==> src/clb_pkg.sv <==
// Package of the clustered light binning block: grid sizes, widths, codes
// and index helpers. Used by the divider and the top module of the block; depends on nothing.
`default_nettype none

package clb_pkg;

  // Grid and list sizes (powers of two: cluster addresses are concatenated)
  localparam int SLICES_X           = 16;
  localparam int SLICES_Y           = 8;
  localparam int SLICES_Z           = 32;
  localparam int LIGHTS_PER_CLUSTER = 16;
  localparam int LIGHT_INDEX_BITS   = 8;

  localparam int XW      = $clog2(SLICES_X);
  localparam int YW      = $clog2(SLICES_Y);
  localparam int ZW      = $clog2(SLICES_Z);
  localparam int NCELLS  = SLICES_X * SLICES_Y * SLICES_Z;
  localparam int CELL_W  = $clog2(NCELLS);
  localparam int SLOT_W  = $clog2(LIGHTS_PER_CLUSTER);
  localparam int LADDR_W = CELL_W + SLOT_W;
  localparam int CNT_W   = $clog2(LIGHTS_PER_CLUSTER + 1);

  // Datapath widths
  localparam int NUM_W = 54;   // signed numerator of a bin quotient
  localparam int DEN_W = 49;   // positive divisor
  localparam int QUO_W = 55;   // signed floored quotient
  localparam int TOT_W = 13;   // per-light cluster tallies
  localparam int H_W   = 48;   // frustum half extents

  localparam logic [H_W-1:0] W_MAX = 48'h8000_0000_0000;

  // Register reset values
  localparam logic [30:0] TAN_RESET    = 31'd27146;
  localparam logic [30:0] ASPECT_RESET = 31'd116508;
  localparam logic [30:0] STRIDE_RESET = 31'd2048000;

  // Register indexes on the configuration port
  localparam logic [1:0] REG_TAN    = 2'd0;
  localparam logic [1:0] REG_ASPECT = 2'd1;
  localparam logic [1:0] REG_STRIDE = 2'd2;

  // Commands
  typedef enum logic [1:0] {
    CMD_CLEAR = 2'd0,
    CMD_BIN   = 2'd1,
    CMD_READ  = 2'd2
  } cmd_t;

  // True when a floored quotient lies below the grid.
  function automatic logic below_grid(input logic [QUO_W-1:0] q);
    return q[QUO_W-1];
  endfunction

  // True when a floored quotient lies at or beyond n.
  function automatic logic above_grid(input logic [QUO_W-1:0] q, input int n);
    return !q[QUO_W-1] && (q >= QUO_W'(n));
  endfunction

  // Clamp a quotient into [0, n-1], returned on eight bits.
  function automatic logic [7:0] clamp_idx(input logic [QUO_W-1:0] q, input int n);
    logic [7:0] res;
    if (below_grid(q)) begin
      res = '0;
    end else if (above_grid(q, n)) begin
      res = 8'(n - 1);
    end else begin
      res = q[7:0];
    end
    return res;
  endfunction

endpackage

`default_nettype wire

==> src/clb_divider.sv <==
// Iterative floored divider of the clustered light binning block, one quotient
// bit per cycle. Depends on clb_pkg for its widths.
`default_nettype none

module clb_divider
  import clb_pkg::*;
(
  input  wire logic                    clk,
  input  wire logic                    rst_n,
  input  wire logic                    start,
  input  wire logic signed [NUM_W-1:0] num,
  input  wire logic        [DEN_W-1:0] den,
  output logic                         done,
  output logic             [QUO_W-1:0] quo
);

  localparam int STEP_W = $clog2(NUM_W + 1);

  logic              busy_r;
  logic              fin_r;
  logic [STEP_W-1:0] step_r;
  logic [NUM_W-1:0]  mag_r;
  logic [DEN_W-1:0]  rem_r;
  logic [DEN_W-1:0]  den_r;
  logic              neg_r;
  logic              done_r;
  logic [QUO_W-1:0]  quo_r;

  logic [DEN_W:0]    shifted;
  logic              fits;
  logic [DEN_W:0]    diff;
  logic [QUO_W-1:0]  mag_ext;

  // One restoring step: shift in the next numerator bit and try the divisor.
  always_comb begin
    shifted = {rem_r, mag_r[NUM_W-1]};
    diff    = shifted - {1'b0, den_r};
    fits    = shifted >= {1'b0, den_r};
    mag_ext = QUO_W'(mag_r);
  end

  always_ff @(posedge clk) begin
    if (!rst_n) begin
      busy_r <= 1'b0;
      fin_r  <= 1'b0;
      done_r <= 1'b0;
      step_r <= '0;
    end else begin
      if (start) begin
        done_r <= 1'b0;
        busy_r <= 1'b1;
        step_r <= STEP_W'(NUM_W);
        neg_r  <= num[NUM_W-1];
        mag_r  <= num[NUM_W-1] ? NUM_W'(-num) : NUM_W'(num);
        rem_r  <= '0;
        den_r  <= den;
      end else if (busy_r) begin
        done_r <= 1'b0;
        mag_r  <= {mag_r[NUM_W-2:0], fits};
        rem_r  <= fits ? diff[DEN_W-1:0] : shifted[DEN_W-1:0];
        step_r <= step_r - 1'b1;
        if (step_r == STEP_W'(1)) begin
          busy_r <= 1'b0;
          fin_r  <= 1'b1;
        end
      end else if (fin_r) begin
        // Floor toward minus infinity for a negative numerator.
        fin_r  <= 1'b0;
        done_r <= 1'b1;
        if (neg_r) begin
          quo_r <= -mag_ext - QUO_W'(rem_r != '0);
        end else begin
          quo_r <= mag_ext;
        end
      end else begin
        done_r <= 1'b0;
      end
    end
  end

  assign done = done_r;
  assign quo  = quo_r;

endmodule

`default_nettype wire

==> config.mk <==
export PLATFORM = sky130hd
export DESIGN_NAME = clb_divider
export DESIGN_NICKNAME = d
export VERILOG_FILES = /design/src/clb_pkg.sv /design/src/clb_divider.sv
export SDC_FILE = /design/constraint.sdc
export NUM_CORES = 1
export LEC_CHECK = 0
export BUFFER_PORTS_ARGS = -buffer_cell sky130_fd_sc_hd__buf_2
export CAP_MARGIN = 0
export CORE_ASPECT_RATIO = 1.5
export CORE_MARGIN = 4
export CORE_UTILIZATION = 50
export DETAILED_ROUTE_END_ITERATION = 16
export PLACE_DENSITY = 0.79
export SYNTH_ARGS = -nofsm -noshare
export SYNTH_HDL_FRONTEND = slang
export SYNTH_SLANG_ARGS = --single-unit
==> constraint.sdc <==
create_clock -name clk -period 10 [get_ports clk]
set_input_delay 1 -clock clk [delete_from_list [all_inputs] [get_ports clk]]
set_output_delay 1 -clock clk [all_outputs]
set_load 0.05 [all_outputs]
Word level (Yosys, flattened, before mapping)

Index checks and enable logic that the tools add are counted.
Widths: inputs -> output; s select.

Flip-flop bits (word level): 217

$add $sub $neg: 5
Magnitude comparators: 1
Eq/ne operators: 2
Multiplexer cells: 14
Bitwise operators: 3
Reduce and logical (&&, ||, !) cells: 8

Operators by type and width:

| cell                | number |
|---|---|
| $mux 54             | 4 |
| $mux 49             | 2 |
| $neg 54->55         | 1 |
| $sub 55x1->55       | 1 |
| $neg 54->54         | 1 |
| $ge 50x49->1        | 1 |
| $reduce_bool 49->1  | 1 |
| $sub 49x49->49      | 1 |
| $mux 6              | 2 |
| $eq 6x1->1 const B  | 1 |
| $mux 1              | 6 |
| $reduce_and 2->1    | 3 |
| $sub 6x1->6 const B | 1 |
| $reduce_and 4->1    | 1 |
| $not 1->1           | 3 |
| $reduce_or 3->1     | 1 |
| $ne 2x1->1 const B  | 1 |
| $reduce_bool 2->1   | 1 |
| $reduce_or 2->1     | 1 |

Logic depth before layout (Yosys ltp)

Gate-level depths: netlist of run 1.

Depth after elaboration: 4
Gate-level depth with buffers: 17
Depth with buffers taken out: 17

Least setup slack after synthesis of run 1

OpenSTA, ideal clock, no wires.

Path kind: input to register
From: in start
To: reg quo_r[0] (netlist: quo[0]), enable pin
Arrival: 5.674 ns
Required time: 9.453 ns
Setup slack: 3.779 ns
Stages on the path: 5
Cells stage by stage: clkbuf_1 -> inv_1 -> clkbuf_1 -> nand2_1 -> nor3b_1

Word-level cells in the longest chain between the ends: 2

RTL lines:

| element                           | line              | RTL |
|---|---|---|
| start, declared                   | clb_divider.sv:10 | `input wire logic start,` |
| $not 1->1 (no source line)        | n/a               |  |
| $reduce_and 4->1 (no source line) | n/a               |  |
| end signal, assigned              | clb_divider.sv:71 | `quo_r <= -mag_ext - QUO_W'(rem_r != '0);` |
| end signal, assigned              | clb_divider.sv:73 | `quo_r <= mag_ext;` |
| end, declared                     | clb_divider.sv:27 | `logic [QUO_W-1:0] quo_r;` |

Every way passes these cells.
A chain may end at the register's enable or synchronous reset.

Worst setup path in the final report of run 1

From: reg rem_r[25]
To: reg quo_r[49] (netlist: quo[49]) (data pin)

Word-level cells in the longest chain between the ends: 3

RTL lines:

| element                | line              | RTL |
|---|---|---|
| start, declared        | clb_divider.sv:23 | `logic [DEN_W-1:0] rem_r;` |
| start signal, assigned | clb_divider.sv:60 | `rem_r <= fits ? diff[DEN_W-1:0] : shifted[DEN_W-1:0];` |
| $reduce_bool 49->1     | clb_divider.sv:71 |  |
| $sub 55x1->55          | clb_divider.sv:71 |  |
| $mux 54                | clb_divider.sv:70 | `if (neg_r) begin` |

Every way passes these cells.

==> results of run 1 <==
-- power by group --
group	internal, uW	switching [uW]
clock	507	364
sequential	1080	40.8
combinational	338	513
total	1930	918
-- critical path: stages, from the launching register on --
cell      delay [ns]
edfxtp_1        0.43
nor4_1          0.43
nand3_1         0.17
nor4_1          0.49
ha_1            0.28
ha_1            0.18
inv_1           0.05
ha_1            0.20
o21ba_2         0.20
o21ai_0         0.30
nand4_1         0.19
a311oi_2        0.44
o31ai_1         0.24
o31ai_2         0.53
a21oi_1         0.18
o21ai_0         0.24
xnor2_1         0.14
mux2i_1         0.09
-- flip-flops by register name, summed over array words and instances, names as in the netlist, 6 cells and up --
register and count:
quo 55, den_r 49, rem_r 49, mag_r 54, step_r 6
-- final cells by class --
| type | count | area, sq um | area share |
|---|---|---|---|
| Sequential cell | 217 | 6430 | 0.364 |
| Inverter | 128 | 483 | 0.0274 |
| Clock inverter | 12 | 140 | 0.00794 |
| Multi-Input combinational cell | 1308 | 8610 | 0.488 |
| Clock buffer | 29 | 608 | 0.0345 |
| Timing Repair Buffer | 169 | 868 | 0.0492 |
| Antenna cell | 1 | 2.50 | 0.000142 |
| Tap cell | 405 | 507 | 0.0287 |
-- placed cells by master, fill, tap and decap left out, types with 6 or more instances in the layout --
cell type	count
edfxtp_1	208
a21oi_1	176
nand2_1	162
buf_2	160
nor2_1	148
inv_1	127
ha_1	109
o21ai_0	105
xor2_1	83
a21o_1	68
xnor2_1	59
mux2i_1	40
nand4_1	34
nand3_1	33
o21bai_1	27
o31ai_1	24
nor3_1	23
clkbuf_16	23
a211oi_1	17
nor4_1	16
or3_1	16
a31oi_1	15
o211ai_1	13
nor2b_1	12
and3_1	11
nand2b_1	10
a21boi_0	9
dfxtp_1	9
buf_4	9
and2_1	8
or4_1	6
or2_2	6
o21a_1	6
-- layer usage --
metal | vias up | wire length [um]
li1 | 6510 | -
met1 | 6382 | 15300
met2 | 492 | 22000
met3 | 141 | 2150
met4 | 0 | 2300
met5 | - | 0
-- cells by family (layout without fill, tap and decap cells) --
logic type               Yosys count  in the layout  share of synthesized area
AND/OR/NAND/NOR                  510            510                      0.153
AO/OA/AOI/OAI                    505            505                      0.199
XOR/XNOR                         142            142                     0.0787
multiplexers                      41             41                     0.0260
other                              0              1                          0
buffers and inverters            206            338                     0.0495
flip-flops                       217            217                      0.406
adder cells (fa/ha/maj)          110            110                     0.0875
-- path summary, 6_finish.rpt --
kind	from	endpoint
min reg2reg	fin_r	done
max reg2reg	rem_r[25]	quo[49]
min	fin_r	done
max	rem_r[25]	quo[49]
-- per-stage QoR --
| step | instances | instance area [sq um] |
|---|---|---|
| 2_1_floorplan | 1731 | 15800 |
| 3_3_place_gp | 2227 | 16900 |
| 3_5_place_dp | 2227 | 16900 |
| 4_1_cts | 2268 | 17600 |
| 5_1_grt | 2269 | 17600 |
| 6_report | 2269 | 17600 |
==> metrics.txt, run 1 <==
status completed; clock root buffer clkbuf_16; CP required 10.25 ns; initial antenna violation count 1; clk_lat worst skew 0.54 ns; Pwr Density 161 mW/mm^2; dpl hpwl 31800 um; starting density of the core 0.508; die footprint 0.0346 sq mm; worst hold path class reg2reg; Critical Path Fanout Max 5; final RePlAce weighted congestion 0.955; post-synthesis cell area 0.0158 sq mm; met3 usage 0.0245; Synth area leaders edfxtp_1 (40%), ha_1 (8.6%), a21oi_1 (5.6%), xor2_1 (4.6%), nand2_1 (3.8%); CTS max path bufs 3; Die H 226 um; WL per Instance 18.4 um; Max Clock Freq 198 MHz; pre-CTS setup slack 5.00 ns; largest net degree at the start of global routing 97; RSZ-0062 raised after global routing no; Syn. warnings 0; Max IR drop VDD 0.196 mV; GRT busiest layer met2; postcts setup bufs 0; measured slew at the worst slew-check pin 0.978 ns; Setup CP Type reg2reg; # setup viols final 0; Max Cap Viol 0; Crit path arrival time 5.30 ns; setup_tns 0 ns; final worst slack 4.94 ns; fill count 2727; Fin Clk Skew 0.0176 ns; hold depth 1; Yosys cell types 71; drt total wl 41700 um; vias post-DR 13525; Tot Pwr 2850 uW; Fin. Hold Viols 0; clock sinks 217; CTS tree done; post-CTS sizing 0; flop-to-flop setup slack 4.94 ns; LEAKAGE 0.00754 uW; I/O Buffers 161; final worst-path cycle share 0.506; Syn Area/Cell 9.13 sq um; DR pass1 iterations 7; Seq/Total Area, Yosys 0.406; Post-Synthesis Cells 1731; hold-fix buffers at CTS 0; CP Launch Type flip-flop; first-pass GRT wire length 66600 um; H-tree Lvls 1; IO Count 162; CTS Buf Count 23; Main synth FF type edfxtp_1; DRC 0; worst r2r path cells 17; CORE AREA 0.0311 sq mm; grt met2 use 0.449; Antenna Nets Post-Route 0; ys async rst share 0; Post-synth EDFFs 208; cell taking the most area after synthesis edfxtp_1; Worst setup EP type flip-flop; final net count 2063; Worst Hold Margin 0.497 ns; net count after synthesis 1947; Cell Rows 79; grt ovf 0; Tmin final 5.06 ns; aggregate global-route resource usage 0.234; vias in the first global route 13384; Initial DRC Count 965; top cell type's share of synthesized area 0.395; final core area utilization 0.567; Slew Viols, Final 0; Slew headroom 0.348; Clock transition at path regs 0.07 ns; Commonest cells post-synth edfxtp_1 (208), a21oi_1 (176), nand2_1 (162); Die X 153 um; P&R area growth vs syn 11.6%; most frequent cell after synthesis edfxtp_1; vias per inst 5.96; GR Util met1 0.252; share of cells above drive strength 1 0.123; number of synthesized register bits 217
Power figures use the tool's default switching activity.
==> run 2, diff against run 1 <==
==> constraint.sdc (replaced) <==
create_clock -name clk -period 4.7 [get_ports clk]
set_input_delay 0.47 -clock clk [delete_from_list [all_inputs] [get_ports clk]]
set_output_delay 0.47 -clock clk [all_outputs]
set_load 0.05 [all_outputs]
==> metrics.txt, run 2 (synthesis results as in run 1) <==
status completed; Max IR drop VDD 0.315 mV (+61%); Clock transition at path regs 0.06 ns (about the same); postcts setup bufs 0 (unchanged); commonest non-fill, non-tap cell in the layout edfxtp_1; dpl hpwl 32500 um (+2.3%); Crit path arrival time 4.63 ns (-0.67 ns); CTS Buf Count 24 (+4.3%); vias per inst 5.88 (-1.3%); critical path, cell by cell nor4_4 > nand4_1 > nor4_2 > buf_4 > ha_1 > ha_1 > inv_1 > ha_1 > o21ba_2 > o21ai_1 > nand4_1 > a311oi_2 > buf_4 > o21ai_0 > nor2_1 > nor2_1 > o21ai_0 > xor2_1 > mux2_2; Tmin final 4.35 ns (-0.706 ns); Critical Path Max Stage Delay 0.48 ns (-0.05 ns); worst hold path class in2reg; Worst setup EP type flip-flop; final RePlAce weighted congestion 0.955 (about the same); clk_lat worst skew 0.54 ns (about the same); hold depth 1 (unchanged); Cell Rows 79 (unchanged); share of cells above drive strength 1 0.135 (+0.0117); CP Launch Type flip-flop; # setup viols final 0 (unchanged); DRC 0 (unchanged); CP required 4.98 ns (-5.27 ns); Die H 226 um (unchanged); CTS tree done; worst r2r path cells 19 (+2); IO Count 162 (unchanged); CP most frequent cell ha_1; P&R area growth vs syn 13.0%; die footprint 0.0346 sq mm (unchanged); grt ovf 0 (unchanged); Slowest cell on crit path edfxtp_1; drt total wl 42200 um (+1.1%); Worst Hold Margin 0.103 ns (-0.394 ns); starting density of the core 0.508 (unchanged); WL per Instance 18.5 um (+0.38%); Slew headroom 0.368 (+0.0200); I/O Buffers 161 (unchanged); Largest register FFs 55 (unchanged); aggregate global-route resource usage 0.236 (+0.00210); vias post-DR 13440 (-0.63%); Max Clock Freq 230 MHz (+16%); Antenna Nets Post-Route 0 (unchanged); measured slew at the worst slew-check pin 0.948 ns (-0.0300 ns); placed instance area 0.0170 sq mm (+0.69%); Initial DRC Count 782 (-19%); Critical Path Fanout Max 4 (-1); Pwr Density 345 mW/mm^2 (+110%); Tot Pwr 6170 uW (+120%); commonest cells after routing, fill and taps aside edfxtp_1 (208), a21oi_1 (176), nand2_1 (162); H-tree Lvls 1 (unchanged); Placed Instances 2240 (+0.58%); Setup CP Type reg2reg; Fin Clk Skew 0.0151 ns (-0.00248 ns); initial antenna violation count 0 (-1); clock root buffer clkbuf_16; final net count 2077 (+0.68%); design area 0.0179 sq mm (+1.2%); final worst-path cycle share 0.925 (+0.420); Max Cap Viol 0 (unchanged); clock sinks 217 (unchanged); CTS max path bufs 3 (unchanged); first-pass GRT wire length 67000 um (+0.58%); largest net degree at the start of global routing 93 (-4.1%); LEAKAGE 0.00765 uW (+1.4%); fill count 2783 (+2.1%); Die X 153 um (unchanged); CORE AREA 0.0311 sq mm (unchanged); Fin. Hold Viols 0 (unchanged); final instance count without filler cells 2285 (+0.71%); DR pass1 iterations 5 (-2); vias in the first global route 13441 (+0.43%); Slew Viols, Final 0 (unchanged)
run 2: cell type report:
cell class / instances / area (sq um) / share of cell area
repair buffers: 182 / 978 / 0.0548
clock buffers: 29 / 641 / 0.0359
multi-input cells: 1308 / 8670 / 0.485
clock inverters: 15 / 156 / 0.00876
diodes: 1 / 2.50 / 0.000140
flip-flops and latches: 217 / 6430 / 0.360
well taps: 405 / 507 / 0.0284
inverters: 128 / 483 / 0.0270
run 2: path summary, 6_finish.rpt:
| check | start | end | slack (ns) |
|---|---|---|---|
| min reg2reg | fin_r | fin_r | 0.51 |
| max reg2reg | rem_r[10] | quo[31] | 0.35 |
| min | den[36] | den_r[36] | 0.10 |
| max | rem_r[10] | quo[31] | 0.35 |
run 2: per-stage QoR:
step | utilization | setup WS (ns) | setup TNS, ns
global route | 0.574 | -0.0150 | -0.0280
floorplan | - | 0.798 | 0
CTS | 0.572 | 0.0495 | 0
detailed placement | 0.546 | 0.0688 | 0
global placement | 0.546 | 0.137 | 0
finish | 0.574 | 0.351 | 0
run 2: timing repair:
action	CTS	global route
endpoints found under the setup margin	0	11
gates resized for setup	0	9
hold buffers	0	0
run 2: report_power, final:
part           switching (uW)  internal [uW]  total (uW)
Combinational            1100            742        1840
Clock                     795           1140        1930
Sequential               93.0           2300        2400
Total                    1990           4180        6170
run 2: worst max-delay path: cells and delay by family, from the launching register on:
family	cells	cell delay [ns]
buffers and inverters	3	0.40
flip-flops	1	0.48
XOR/XNOR	1	0.09
adder cells (fa/ha/maj)	3	0.52
AND/OR/NAND/NOR	6	1.23
multiplexers	1	0.26
AO/OA/AOI/OAI	5	1.09
run 2: metal layers:
layer / up-vias / part of all wire / track usage
met5: - / 0 / 0
li1: 6544 / - / -
met2: 472 / 0.52 / 0.445
met4: 0 / 0.053 / 0.116
met3: 132 / 0.056 / 0.0263
met1: 6292 / 0.37 / 0.261
